<file path="src/rtl/ffba_pkg.sv">
`default_nettype none
package ffba_pkg;

   localparam logic [2:0] CMD_INIT  = 3'd0;
   localparam logic [2:0] CMD_ALLOC = 3'd1;
   localparam logic [2:0] CMD_FREE  = 3'd2;
   localparam logic [2:0] CMD_READ  = 3'd3;
   localparam logic [2:0] CMD_WRITE = 3'd4;

   localparam logic [1:0] ST_OK     = 2'd0;
   localparam logic [1:0] ST_REJECT = 2'd1;
   localparam logic [1:0] ST_RANGE  = 2'd2;

   localparam logic [7:0] USED_BIT  = 8'h80;
   localparam logic [7:0] MAX_REQ   = 8'd127;
   localparam int         MAX_BLOCK = 128;

   localparam logic CSR_IDX_ARENA_SIZE = 1'b0;

   typedef struct packed {
      logic [2:0] cmd;
      logic [9:0] addr;
      logic [7:0] alloc_size;
      logic [7:0] access_length;
      logic [6:0] byte_offset;
      logic [7:0] write_byte;
   } req_type;

   typedef struct packed {
      logic [1:0] status;
      logic [9:0] result_addr;
      logic [7:0] read_byte;
   } rsp_type;

   typedef enum logic [3:0] {
      DP_NOP,
      DP_LOAD,
      DP_INIT_START,
      DP_INIT_WR,
      DP_RD_SCAN,
      DP_ALLOC_STEP,
      DP_ALLOC_HDR,
      DP_ALLOC_SPLIT,
      DP_FIND_STEP,
      DP_FREE_WR,
      DP_RD_POS,
      DP_RD_CAP,
      DP_WR_POS,
      DP_SET_ST
   } dp_op_type;

   typedef struct packed {
      dp_op_type  op;
      logic [1:0] st;
      logic       load_out;
   } dp_cmd_type;

   typedef struct packed {
      logic [2:0] cmd;
      logic       formatted;
      logic       addr_ge_lim;
      logic       asz_big;
      logic       alen_big;
      logic       scan_done;
      logic       nx_over;
      logic       used;
      logic       fit;
      logic       nx_le_addr;
      logic       acc_bad;
   } dp_stat_type;

   typedef enum logic [3:0] {
      S_IDLE,
      S_DISPATCH,
      S_INIT_WR,
      S_ALLOC_RD,
      S_ALLOC_CHK,
      S_ALLOC_HDR,
      S_ALLOC_SPLIT,
      S_FIND_RD,
      S_FIND_CHK,
      S_FREE_WR,
      S_RD_POS,
      S_RD_WAIT,
      S_WR_POS,
      S_DONE
   } state_type;

endpackage
`default_nettype wire

</file>
<file path="src/rtl/ffba_ctrl.sv">
`default_nettype none
module ffba_ctrl (
   input  wire logic                  clock,
   input  wire logic                  reset,
   input  wire logic                  req_valid,
   output logic                       req_ready,
   output logic                       rsp_valid,
   input  wire logic                  rsp_ready,
   input  wire ffba_pkg::dp_stat_type dp_stat,
   output ffba_pkg::dp_cmd_type       dp_cmd
);

   ffba_pkg::state_type state_ff, state_in;
   logic rsp_valid_ff, rsp_valid_in;
   logic out_free;

   assign out_free  = !rsp_valid_ff || rsp_ready;
   assign req_ready = (state_ff == ffba_pkg::S_IDLE);
   assign rsp_valid = rsp_valid_ff;

   always_comb begin
      state_in = state_ff;
      unique case (state_ff)
         ffba_pkg::S_IDLE: begin
            if (req_valid) state_in = ffba_pkg::S_DISPATCH;
         end
         ffba_pkg::S_DISPATCH: begin
            case (dp_stat.cmd)
               ffba_pkg::CMD_INIT: state_in = ffba_pkg::S_INIT_WR;
               ffba_pkg::CMD_ALLOC: begin
                  if (dp_stat.asz_big || !dp_stat.formatted) state_in = ffba_pkg::S_DONE;
                  else state_in = ffba_pkg::S_ALLOC_RD;
               end
               ffba_pkg::CMD_FREE: begin
                  if (!dp_stat.formatted || dp_stat.addr_ge_lim) state_in = ffba_pkg::S_DONE;
                  else state_in = ffba_pkg::S_FIND_RD;
               end
               ffba_pkg::CMD_READ, ffba_pkg::CMD_WRITE: begin
                  if (dp_stat.alen_big || !dp_stat.formatted || dp_stat.addr_ge_lim) begin
                     state_in = ffba_pkg::S_DONE;
                  end else begin
                     state_in = ffba_pkg::S_FIND_RD;
                  end
               end
               default: state_in = ffba_pkg::S_DONE;
            endcase
         end
         ffba_pkg::S_INIT_WR: begin
            if (dp_stat.scan_done) state_in = ffba_pkg::S_DONE;
         end
         ffba_pkg::S_ALLOC_RD: begin
            if (dp_stat.scan_done) state_in = ffba_pkg::S_DONE;
            else state_in = ffba_pkg::S_ALLOC_CHK;
         end
         ffba_pkg::S_ALLOC_CHK: begin
            if (dp_stat.nx_over) state_in = ffba_pkg::S_DONE;
            else if (!dp_stat.used && dp_stat.fit) state_in = ffba_pkg::S_ALLOC_HDR;
            else state_in = ffba_pkg::S_ALLOC_RD;
         end
         ffba_pkg::S_ALLOC_HDR:   state_in = ffba_pkg::S_ALLOC_SPLIT;
         ffba_pkg::S_ALLOC_SPLIT: state_in = ffba_pkg::S_DONE;
         ffba_pkg::S_FIND_RD: begin
            if (dp_stat.scan_done) state_in = ffba_pkg::S_DONE;
            else state_in = ffba_pkg::S_FIND_CHK;
         end
         ffba_pkg::S_FIND_CHK: begin
            if (dp_stat.nx_le_addr) state_in = ffba_pkg::S_FIND_RD;
            else if (dp_stat.cmd == ffba_pkg::CMD_FREE) state_in = ffba_pkg::S_FREE_WR;
            else if (dp_stat.acc_bad) state_in = ffba_pkg::S_DONE;
            else if (dp_stat.cmd == ffba_pkg::CMD_READ) state_in = ffba_pkg::S_RD_POS;
            else state_in = ffba_pkg::S_WR_POS;
         end
         ffba_pkg::S_FREE_WR: state_in = ffba_pkg::S_DONE;
         ffba_pkg::S_RD_POS:  state_in = ffba_pkg::S_RD_WAIT;
         ffba_pkg::S_RD_WAIT: state_in = ffba_pkg::S_DONE;
         ffba_pkg::S_WR_POS:  state_in = ffba_pkg::S_DONE;
         ffba_pkg::S_DONE: begin
            if (out_free) state_in = ffba_pkg::S_IDLE;
         end
         default: state_in = ffba_pkg::S_IDLE;
      endcase
   end

   always_comb begin
      dp_cmd.op       = ffba_pkg::DP_NOP;
      dp_cmd.st       = ffba_pkg::ST_OK;
      dp_cmd.load_out = 1'b0;
      unique case (state_ff)
         ffba_pkg::S_IDLE: begin
            if (req_valid) dp_cmd.op = ffba_pkg::DP_LOAD;
         end
         ffba_pkg::S_DISPATCH: begin
            case (dp_stat.cmd)
               ffba_pkg::CMD_INIT: dp_cmd.op = ffba_pkg::DP_INIT_START;
               ffba_pkg::CMD_ALLOC: begin
                  if (dp_stat.asz_big || !dp_stat.formatted) begin
                     dp_cmd.op = ffba_pkg::DP_SET_ST;
                     dp_cmd.st = ffba_pkg::ST_REJECT;
                  end
               end
               ffba_pkg::CMD_FREE: begin
                  if (!dp_stat.formatted || dp_stat.addr_ge_lim) begin
                     dp_cmd.op = ffba_pkg::DP_SET_ST;
                     dp_cmd.st = ffba_pkg::ST_RANGE;
                  end
               end
               ffba_pkg::CMD_READ, ffba_pkg::CMD_WRITE: begin
                  if (dp_stat.alen_big) begin
                     dp_cmd.op = ffba_pkg::DP_SET_ST;
                     dp_cmd.st = ffba_pkg::ST_REJECT;
                  end else if (!dp_stat.formatted || dp_stat.addr_ge_lim) begin
                     dp_cmd.op = ffba_pkg::DP_SET_ST;
                     dp_cmd.st = ffba_pkg::ST_RANGE;
                  end
               end
               default: begin
                  dp_cmd.op = ffba_pkg::DP_SET_ST;
                  dp_cmd.st = ffba_pkg::ST_REJECT;
               end
            endcase
         end
         ffba_pkg::S_INIT_WR: begin
            if (!dp_stat.scan_done) dp_cmd.op = ffba_pkg::DP_INIT_WR;
         end
         ffba_pkg::S_ALLOC_RD: begin
            if (dp_stat.scan_done) begin
               dp_cmd.op = ffba_pkg::DP_SET_ST;
               dp_cmd.st = ffba_pkg::ST_REJECT;
            end else begin
               dp_cmd.op = ffba_pkg::DP_RD_SCAN;
            end
         end
         ffba_pkg::S_ALLOC_CHK: begin
            if (dp_stat.nx_over) begin
               dp_cmd.op = ffba_pkg::DP_SET_ST;
               dp_cmd.st = ffba_pkg::ST_REJECT;
            end else begin
               dp_cmd.op = ffba_pkg::DP_ALLOC_STEP;
            end
         end
         ffba_pkg::S_ALLOC_HDR:   dp_cmd.op = ffba_pkg::DP_ALLOC_HDR;
         ffba_pkg::S_ALLOC_SPLIT: dp_cmd.op = ffba_pkg::DP_ALLOC_SPLIT;
         ffba_pkg::S_FIND_RD: begin
            if (dp_stat.scan_done) begin
               dp_cmd.op = ffba_pkg::DP_SET_ST;
               dp_cmd.st = ffba_pkg::ST_RANGE;
            end else begin
               dp_cmd.op = ffba_pkg::DP_RD_SCAN;
            end
         end
         ffba_pkg::S_FIND_CHK: begin
            if (dp_stat.nx_le_addr) begin
               dp_cmd.op = ffba_pkg::DP_FIND_STEP;
            end else if (dp_stat.cmd != ffba_pkg::CMD_FREE && dp_stat.acc_bad) begin
               dp_cmd.op = ffba_pkg::DP_SET_ST;
               dp_cmd.st = ffba_pkg::ST_RANGE;
            end
         end
         ffba_pkg::S_FREE_WR: dp_cmd.op = ffba_pkg::DP_FREE_WR;
         ffba_pkg::S_RD_POS:  dp_cmd.op = ffba_pkg::DP_RD_POS;
         ffba_pkg::S_RD_WAIT: dp_cmd.op = ffba_pkg::DP_RD_CAP;
         ffba_pkg::S_WR_POS:  dp_cmd.op = ffba_pkg::DP_WR_POS;
         ffba_pkg::S_DONE:    dp_cmd.load_out = out_free;
         default: begin
         end
      endcase
   end

   always_comb begin
      rsp_valid_in = rsp_valid_ff;
      if (rsp_ready) rsp_valid_in = 1'b0;
      if (dp_cmd.load_out) rsp_valid_in = 1'b1;
   end

   always_ff @(posedge clock) begin
      if (reset) begin
         state_ff     <= ffba_pkg::S_IDLE;
         rsp_valid_ff <= 1'b0;
      end else begin
         state_ff     <= state_in;
         rsp_valid_ff <= rsp_valid_in;
      end
   end

endmodule
`default_nettype wire

</file>
<file path="config.mk">
export PLATFORM = sky130hd
export DESIGN_NAME = ffba_ctrl
export DESIGN_NICKNAME = d
export VERILOG_FILES = /design/src/rtl/ffba_pkg.sv /design/src/rtl/ffba_ctrl.sv
export SDC_FILE = /design/constraint.sdc
export NUM_CORES = 1
export LEC_CHECK = 0
export BUFFER_PORTS_ARGS = -buffer_cell sky130_fd_sc_hd__clkbuf_2
export CORE_AREA = 2 2 47 53
export CTS_BUF_LIST = sky130_fd_sc_hd__clkbuf_2
export DETAILED_ROUTE_END_ITERATION = 12
export DIE_AREA = 0 0 49 55
export PLACE_DENSITY = 0.7
export SYNTH_ARGS = -nofsm -noshare
export SYNTH_HDL_FRONTEND = slang
export SYNTH_SLANG_ARGS = --single-unit
</file>
<file path="constraint.sdc">
create_clock -name clock -period 2.7 [get_ports clock]
set_input_delay 0 -clock clock [delete_from_list [all_inputs] [get_ports clock]]
set_output_delay 0 -clock clock [all_outputs]
set_load 0.05 [all_outputs]
</file>
==> out/qor.yml, run 1 <==
tightest_slew_ns: 0.7244
pre_cts_ws_ns: 0.8758
whs_path_depth: 3
cts_buffer_depth: 2
cp_data_required_time_ns: 2.70
synth_area_per_cell_um2: 6.850
synth_flop_cell: "dfxtp_1"
yosysUniqueCellTypes: 49
core_um2: 2185
final.period_utilization_pct: 73.96
grt_usage_pct: 18.02
place_hpwl_mm: 1.691
io_pins: 26
diodes: 0
holdBufCountCts: 1
r2r_end: "state_ff[3]"
synth_area_um2: 808.3
finalSetupTns_ns: 0
grt_setup_unrepaired: "no"
syn-instance-count: 118
max-slew-margin-rel_pct: 51.64
cts_tree: "built"
numPortBuffers: 25
grt_pass1_wl_mm: 3.843
grt_pass1_vias: 895
synth_area_leaders: "dfxtp_1 12%, a21oi_1 7.4%, nor2_1 6.5%"
grt_max_degree: 24
synth_edf_count: 0
antenna_found_initial: 0
numCtsBuffers: 3
dieArea_um2: 2695
post-route-drc-count: 0
critPathCaptureType: "primary output"
via_count: 1002
hold_path_end: "rsp_valid"
start_util_pct: 37.00
grt_overflow: 0
leakagePower_nw: 0.3931
start_kind: "flop"
yosys.area.top_type: "dfxtp_1"
critPathMaxFanout: 21
cpPeakStageDelay_ns: 0.79
clock_sinks: 5
cts_root_buffer: "clkbuf_2"
synth.net_count: 135
hold_viol_final: 0
ant_nets: 0
post_cts_buffers: 0
ys_warn_count: 0
finClkSkew_ns: 0.004976
num-nets-final: 157
synth_async_sr_flop_share_pct: 0
status: "completed"
rows: 18
finalSetupViolCount: 0
peakVddDrop_v: 0.0007172
cp_cell_sequence: "nor2_1 -> o21a_1 -> a31oi_1 -> o21ai_0 -> clkbuf_2"
max_freq_mhz: 500.8
setup_slack_ns: 0.7032
critPathKind: "reg2out"
cp_num_buf_inv: 1
htreeDepth: 1
critical_path_arrival_ns: 2.00
drt_iter0_markers: 35
die-height_um: 55
fp.dieW_um: 49
min_period_ns: 1.997
yosysTopAreaCellShare_pct: 12.38
min_path_type: "in2reg"
cts_resized: 0
min-delay-start: "rsp_ready"
viasPerCell: 5.929
r2r_cells: 5
critical_path.top_delay_family: "flip-flops"
finalMaxSlewViolations: 0
crit-reg2reg-launch: "state_ff[2]"
crit_slowest_cell: "dfxtp_1"
layout-drive-gt1-share_pct: 28.78
drtPass1Iterations: 4
gp_congestion: 0.9108
synth-seq-cells: 5
syn_to_final_growth_pct: 16.56
drt-wirelength-per-cell_um: 13.61
r2r_slack_ns: 0.86
powerDensity_nw_per_um2: 1137
clk_latency_ns: 0.22
wl_mm: 2.300
ys_seq_area_share_pct: 12.38
clk_pin_slew_worst_paths_ns: 0.06
drv_cap: 0
-- placed cells by master, fill, tap and decap left out, types with 3 or more instances in the layout --
master	instances
nor2_1	14
nand2_1	6
nand2b_1	4
a21oi_1	12
o31ai_1	3
dfxtp_1	5
nand3_1	3
o21ai_0	8
a31oi_1	5
clkbuf_2	29
-- worst min-delay path: cells and delay by family --
family / cells / cell delay (ns)
and+or+nand+nor: 1 / 0.13
AOI/OAI and AO/OA: 1 / 0.07
buffers and inverters: 1 / 0.07
-- metal layers --
layer	track usage, %	routed length, um	up-vias
met5	0	0	-
met4	7.143	29	0
met3	2.151	155	4
met2	31.74	1107	50
met1	22.94	1009	456
li1	-	-	492
-- sequential cells by signal, summed over array words and instances (netlist names) --
signal     count
rsp_valid      1
state_ff       4
-- how the worst max path moves through the flow --
stage                     start     endpoint  slack [ns]  cells past startpoint
finish              state_ff[1]    dp_cmd[5]        0.70                      5
detailed placement  state_ff[2]  state_ff[3]        0.88                      5
CTS                 state_ff[1]    dp_cmd[5]        0.75                      5
global route        state_ff[1]    dp_cmd[5]        0.58                      5
floorplan           state_ff[1]  state_ff[0]        0.58                      5
global placement    state_ff[1]  state_ff[0]        0.97                      4
-- report_power, final --
part | internal, mW | switching (mW) | total (mW)
clock network | 0.0392 | 0.0331 | 0.0724
registers | 0.0982 | 0.0700 | 0.168
logic | 0.258 | 0.573 | 0.831
total | 0.395 | 0.676 | 1.07
-- through the flow --
step | instance area [um^2] | power [mW] | std cells | hold WS (ns) | utilization (%)
4_1_cts | 942.2 | 1.066 | 169 | 0.07752 | 43.13
3_3_place_gp | 912.1 | 0.9752 | 164 | 0.2085 | 41.75
3_5_place_dp | 912.1 | 0.9889 | 164 | 0.2065 | 41.75
6_report | 942.2 | 1.072 | 169 | 0.08908 | 43.13
2_1_floorplan | 814.5 | 0.8439 | 118 | 0.06907 | -
5_1_grt | 942.2 | 1.149 | 169 | 0.08617 | 43.13
-- logic make-up (layout without fill, tap and decap cells) --
kind of cell           count (synthesis)  after routing  synth area share [%]
AO/OA/AOI/OAI                         54             54                 45.51
AND/OR/NAND/NOR                       44             44                 29.57
buffers and inverters                 14             35                 11.30
flip-flops                             5              5                 12.38
multiplexers                           1              1                 1.238
-- area by class of cell --
| class | count | area, um^2 |
|---|---|---|
| inverter | 3 | 11.26 |
| tap | 30 | 37.54 |
| fill | 242 | 1242 |
| multi-input combinational | 99 | 623.1 |
| timing repair buffer | 28 | 150.1 |
| clock buffer | 4 | 20.02 |
| sequential | 5 | 100.1 |
-- synth_stat cells, drive strengths merged (3+ instances only) --
library cell  number
nor2              14
a21oi             12
o21ai              9
buf                6
nand2              6
a31oi              5
clkbuf             5
dfxtp              5
nand2b             5
inv                3
nand3              3
o31ai              3
Note: power is estimated with default switching activity, not from simulation.
==> inputs of run 2 (changes only) <==
--- a/config.mk
+++ b/config.mk
@@ -10,7 +10,7 @@
 export CTS_BUF_LIST = sky130_fd_sc_hd__clkbuf_2
 export DETAILED_ROUTE_END_ITERATION = 12
 export DIE_AREA = 0 0 49 55
-export PLACE_DENSITY = 0.7
+export PLACE_DENSITY = 0.72
 export SYNTH_ARGS = -nofsm -noshare
 export SYNTH_HDL_FRONTEND = slang
 export SYNTH_SLANG_ARGS = --single-unit
==> constraint.sdc (replaced) <==
create_clock -name clock -period 1.73 [get_ports clock]
set_input_delay 0 -clock clock [delete_from_list [all_inputs] [get_ports clock]]
set_output_delay 0 -clock clock [all_outputs]
set_load 0.05 [all_outputs]
==> run 2 against run 1 <==
  * Largest cell class unchanged
  * Die area is the same
  * Critical path type unchanged
  * Clock-buffer cell count unchanged
  * Global-route usage grew 0.059 points
  * Design area increased by 14%
  * Power grew 87%
  * Final cell count grew 4.7%
  * Register-to-register slack worse by 0.63 ns
==> out/qor.yml, run 2 (same netlist as run 1, synthesis figures left out) <==
pre_cts_ws_ns: 0.1403  # was 0.8758 ns
min_period_ns: 1.636
syn_to_final_growth_pct: 33.28  # was 16.56%
grt_usage_pct: 18.08  # was 18.02%
powerDensity_nw_per_um2: 1862  # was 1137 nW/um^2
whs_ns: 0.09190  # was 0.08908 ns
antenna_found_initial: 0  # unchanged
finClkSkew_ns: 0.002208  # was 0.004976 ns
status: "completed"  # unchanged
numPortBuffers: 25  # unchanged
place_hpwl_mm: 1.797  # was 1.691 mm
setup_slack_ns: 0.09372  # was 0.7032 ns
drv_cap: 0  # unchanged
viasPerCell: 5.565  # was 5.929
critPathCapture: "dp_cmd[2]"  # was dp_cmd[5]
via_count: 985  # was 1002
final_area_um2: 1077  # was 942.2 um^2
finalSetupViolCount: 0  # unchanged
grt_pass1_vias: 868  # was 895
critical_path.top_delay_family: "buffers and inverters"  # was flip-flops
grt_pass1_wl_mm: 3.850  # was 3.843 mm
r2r_slack_ns: 0.23  # was 0.86 ns
placed_cell_area_um2: 1044  # was 912.1 um^2
grt_overflow: 0  # unchanged
cts_tree: "built"  # unchanged
critPathCaptureType: "primary output"  # unchanged
start_util_pct: 37.00  # unchanged
crit_slowest_cell: "dfxtp_2"  # was dfxtp_1
cts_root_buffer: "clkbuf_2"  # unchanged
crit_cells: 6  # was 5
regMostFlops: "state_ff"  # unchanged
numCtsBuffers: 3  # unchanged
rows: 18  # unchanged
fp.dieW_um: 49  # unchanged
largest_reg_flops: 4  # unchanged
cts_buffer_depth: 2  # unchanged
start_kind: "flop"  # unchanged
critPathMaxFanout: 10  # was 21
cp_num_buf_inv: 2  # was 1
final_util_pct: 49.31  # was 43.13%
hold_viol_final: 0  # unchanged
clk_pin_slew_worst_paths_ns: 0.06  # about the same
cpPeakStageDelay_ns: 0.41  # was 0.79 ns
htreeDepth: 1  # unchanged
drt_iter0_markers: 33  # was 35
critical_path_arrival_ns: 1.64  # was 2.00 ns
cp_cell_sequence: "buf_4 -> and2_1 -> nand4_1 -> o31ai_1 -> a31o_2 -> buf_2"  # was nor2_1 -> o21a_1 -> a31oi_1 -> o21ai_0 -> clkbuf_2
final.period_utilization_pct: 94.58
num-nets-final: 165  # was 157
gp_congestion: 0.8633  # was 0.9108
drtPass1Iterations: 4  # unchanged
finalSetupTns_ns: 0  # unchanged
io_pins: 26  # unchanged
finalMaxSlewViolations: 0  # unchanged
crit_start: "state_ff[0]"  # was state_ff[1]
cp_data_required_time_ns: 1.73  # was 2.70 ns
layout_commonest_cell: "clkbuf_2"  # unchanged
wl_mm: 2.314  # was 2.300 mm
leakagePower_nw: 0.4578  # was 0.3931 nW
tightest_slew_ns: 0.3601  # was 0.7244 ns
grt_max_degree: 24  # unchanged
clk_latency_ns: 0.21  # was 0.22 ns
critPathKind: "reg2out"  # unchanged
r2r_end: "state_ff[0]"  # was state_ff[3]
max-slew-margin-rel_pct: 75.37  # was 51.64%
dieArea_um2: 2695  # unchanged
clock_sinks: 5  # unchanged
layout_common_cells: "26 x clkbuf_2, 14 x nor2_1, 12 x a21oi_1"  # was 29 x clkbuf_2, 14 x nor2_1, 12 x a21oi_1
r2r_cells: 5  # unchanged
drt-wirelength-per-cell_um: 13.07  # was 13.61 um
grt_setup_unrepaired: "no"  # unchanged
ant_nets: 0  # unchanged
core_um2: 2185  # unchanged
max_freq_mhz: 611.1
die-height_um: 55  # unchanged
layout-drive-gt1-share_pct: 36.73  # was 28.78%
peakVddDrop_v: 0.001210  # was 0.0007172 V
crit-reg2reg-launch: "state_ff[0]"  # was state_ff[2]
diodes: 0  # unchanged
post-route-drc-count: 0  # unchanged
min_path_type: "in2reg"  # unchanged
run 2: through the flow:
stage                     total power [mW]  cells
after floorplan                      1.408    118
after global placement               1.876    172
after detailed placement             1.877    172
after CTS                            2.006    177
after global routing                 2.137    177
final                                2.006    177
run 2: metal layers:
layer / vias to the layer above / track usage, % / share of wire (%) / wire length (um)
met5: - / 0 / 0 / 0
met4: 0 / 6.667 / 0.65 / 15
met3: 3 / 2.957 / 6.8 / 157
met2: 37 / 31.96 / 47 / 1088
met1: 438 / 22.62 / 46 / 1053
li1: 507 / - / - / -
run 2: how the worst min path moves through the flow:
stage / start / endpoint / cells past startpoint
after CTS: rsp_ready / rsp_valid / 3
after detailed placement: reset / rsp_valid / 2
after global placement: reset / rsp_valid / 2
after floorplan: reset / rsp_valid / 1
final: rsp_ready / rsp_valid / 3
after global routing: rsp_ready / rsp_valid / 3
run 2: layout make-up:
type | instances | area (um^2)
Multi-Input combinational cell | 99 | 651.9
Tap cell | 30 | 37.54
Sequential cell | 5 | 103.9
Inverter | 3 | 11.26
Fill cell | 235 | 1107
Clock buffer | 4 | 20.02
Timing Repair Buffer | 36 | 252.7
run 2: worst min-delay path: cells and delay by family:
family	cells	cell delay, ns
simple gates	1	0.12
compound gates	1	0.07
buf+inv	1	0.07
run 2: repair_timing:
item	4_1_cts	5_1_grt
gates resized for setup	2	2
endpoints found under the hold margin	2	0
hold buffers	1	0
endpoints found under the setup margin	1	2
buffers inserted	0	0
run 2: report_power, final:
group          switching (mW)  leakage (nW)  internal, mW
Sequential             0.0818        0.0420         0.160
Combinational           0.985         0.399         0.671
Clock                  0.0477        0.0166        0.0612
==> inputs of run 3 (changes only) <==
--- a/config.mk
+++ b/config.mk
@@ -6,10 +6,10 @@
 export NUM_CORES = 1
 export LEC_CHECK = 0
 export BUFFER_PORTS_ARGS = -buffer_cell sky130_fd_sc_hd__clkbuf_2
-export CORE_AREA = 2 2 47 53
+export CORE_AREA = 2 2 49 51
 export CTS_BUF_LIST = sky130_fd_sc_hd__clkbuf_2
 export DETAILED_ROUTE_END_ITERATION = 12
-export DIE_AREA = 0 0 49 55
+export DIE_AREA = 0 0 51 53
 export PLACE_DENSITY = 0.72
 export SYNTH_ARGS = -nofsm -noshare
 export SYNTH_HDL_FRONTEND = slang
==> run 3 against run 2 <==
  * Hold slack worse by 0.0016 ns
  * Critical path depth shrank 1
  * Via count is 4.2% higher
  * Worst setup slack improved by 0.0040 ns
  * Critical endpoint is now dp_cmd[1]
  * Highest routed layer unchanged
==> out/qor.yml, run 3 (same netlist as run 1, synthesis figures left out) <==
leakagePower_nw: 0.4524  # was 0.4578 nW
power.switching_mw: 1.119  # was 1.114 mW
finalMaxSlewViolations: 0  # unchanged
syn_to_final_growth_pct: 30.80  # was 33.28%
min_period_ns: 1.632  # was 1.636 ns
crit_slowest_cell: "clkbuf_2"  # was dfxtp_2
cpPeakStageDelay_ns: 0.32  # was 0.41 ns
max_freq_mhz: 612.6  # was 611.1 MHz
drv_cap: 0  # unchanged
finClkSkew_ns: 0.008542  # was 0.002208 ns
via_count: 1026  # was 985
wl_mm: 2.387  # was 2.314 mm
combinationalPowerShare_pct: 81.9  # was 82.5%
cts_buffer_depth: 2  # unchanged
status: "completed"  # unchanged
diodes: 0  # unchanged
antenna_found_initial: 0  # unchanged
rows: 17  # was 18
grt_pass1_wl_mm: 3.919  # was 3.850 mm
drtPass1Iterations: 4  # unchanged
io_pins: 26  # unchanged
htreeDepth: 1  # unchanged
post_cts_buffers: 0  # unchanged
min_path_type: "in2reg"  # unchanged
critPathCaptureType: "primary output"  # unchanged
hold_viol_final: 0  # unchanged
drt-wirelength-per-cell_um: 13.64  # was 13.07 um
r2r_slack_ns: 0.20  # was 0.23 ns
critPathKind: "reg2out"  # unchanged
p_clk_share_pct: 5.9  # was 5.4%
drt_iter0_markers: 46  # was 33
placed_cell_area_um2: 1013  # was 1044 um^2
viasPerCell: 5.863  # was 5.565
powerDensity_nw_per_um2: 1849  # was 1862 nW/um^2
tightest_slew_ns: 0.4450  # was 0.3601 ns
finalSetupTns_ns: 0  # unchanged
start_util_pct: 37.62  # was 37.00%
clk_pin_slew_worst_paths_ns: 0.05  # was 0.06 ns
fp.dieW_um: 51  # was 49 um
layout_common_cells: "27 x clkbuf_2, 14 x nor2_1, 12 x a21oi_1"  # was 26 x clkbuf_2, 14 x nor2_1, 12 x a21oi_1
die-height_um: 53  # was 55 um
regMostFlops: "state_ff"  # unchanged
critPathMaxFanout: 23  # was 10
grt_setup_unrepaired: "no"  # unchanged
dieArea_um2: 2703  # was 2695 um^2
layout-drive-gt1-share_pct: 37.41  # was 36.73%
grt_overflow: 0  # unchanged
critical_path_arrival_ns: 1.63  # was 1.64 ns
post-route-drc-count: 0  # unchanged
finalSetupViolCount: 0  # unchanged
seqPwrFrac_pct: 12.3  # was 12.0%
swShare_pct: 57.23  # was 55.54%
numCtsBuffers: 3  # unchanged
ant_nets: 0  # unchanged
place_hpwl_mm: 1.822  # was 1.797 mm
cp_data_required_time_ns: 1.73  # about the same
gp_congestion: 0.9256  # was 0.8633
num-nets-final: 165  # unchanged
core_um2: 2148  # was 2185 um^2
grt_max_degree: 24  # unchanged
clock_sinks: 5  # unchanged
layout_commonest_cell: "clkbuf_2"  # unchanged
start_kind: "flop"  # unchanged
largest_reg_flops: 4  # unchanged
peakVddDrop_v: 0.001378  # was 0.001210 V
numPortBuffers: 25  # unchanged
cp_cell_sequence: "buf_4 -> nor2_1 -> nand2_1 -> o32ai_2 -> clkbuf_2"  # was buf_4 -> and2_1 -> nand4_1 -> o31ai_1 -> a31o_2 -> buf_2
cts_tree: "built"  # unchanged
grt_usage_pct: 19.11  # was 18.08%
final_area_um2: 1057  # was 1077 um^2
cts_root_buffer: "clkbuf_2"  # unchanged
p_total_mw: 1.955  # was 2.006 mW
max-slew-margin-rel_pct: 70.02  # was 75.37%
clk_latency_ns: 0.23  # was 0.21 ns
p_int_mw: 0.8361  # was 0.8920 mW
final.period_utilization_pct: 94.35  # was 94.58%
grt_pass1_vias: 922  # was 868
[run 3: per-stage QoR]
stage	instances	setup WS, ns	hold WS (ns)	utilization (%)
floorplan	118	0.009243	0.06907	-
global placement	170	0.1992	0.2025	47.18
detailed placement	170	0.1674	0.2012	47.18
CTS	175	0.02711	0.09646	48.69
global route	175	0.01163	0.1273	49.21
finish	175	0.09769	0.09031	49.21
[run 3: power by group through the flow]
stage | logic (mW) | registers (mW) | clock network, mW
finish | 1.60 | 0.240 | 0.114
global placement | 1.57 | 0.228 | 0
detailed placement | 1.58 | 0.229 | 0
global route | 1.71 | 0.248 | 0.121
floorplan | 1.22 | 0.184 | 0
CTS | 1.59 | 0.233 | 0.115
[run 3: critical path, delay by kind of cell, from the launching register on]
family                 cells  cell delay [ns]
AO/OA/AOI/OAI              1             0.28
AND/OR/NAND/NOR            2             0.28
buffers and inverters      2             0.53
flip-flops                 1             0.31
[run 3: cell type report]
type	count	area (um^2)
multi-input cells	99	656.9
inverters	3	11.26
flip-flops and latches	5	106.4
repair buffers	36	227.7
fillers	217	1091
well taps	28	35.03
clock buffers	4	20.02
[run 3: final timing paths]
check	start	endpoint	depth (start not counted)
setup / recovery	state_ff[3]	dp_cmd[1]	5
hold reg to reg	rsp_valid	rsp_valid	2
setup reg to reg	state_ff[3]	state_ff[3]	6
hold / removal	rsp_ready	rsp_valid	3
[run 3: metal layers]
metal / GRT usage, % / vias to the layer above / part of all wire [%]
met3: 3.107 / 7 / 7.3
met5: 0 / - / 0
met2: 31.39 / 53 / 46
li1: - / 511 / -
met1: 23.94 / 455 / 45
met4: 9.910 / 0 / 1.7
[run 3: timing repair]
item,4_1_cts,5_1_grt
resized for setup,2,5
gates cloned,0,0
setup endpoints to repair,1,2
endpoints found under the hold margin,2,0
hold buffers,1,0
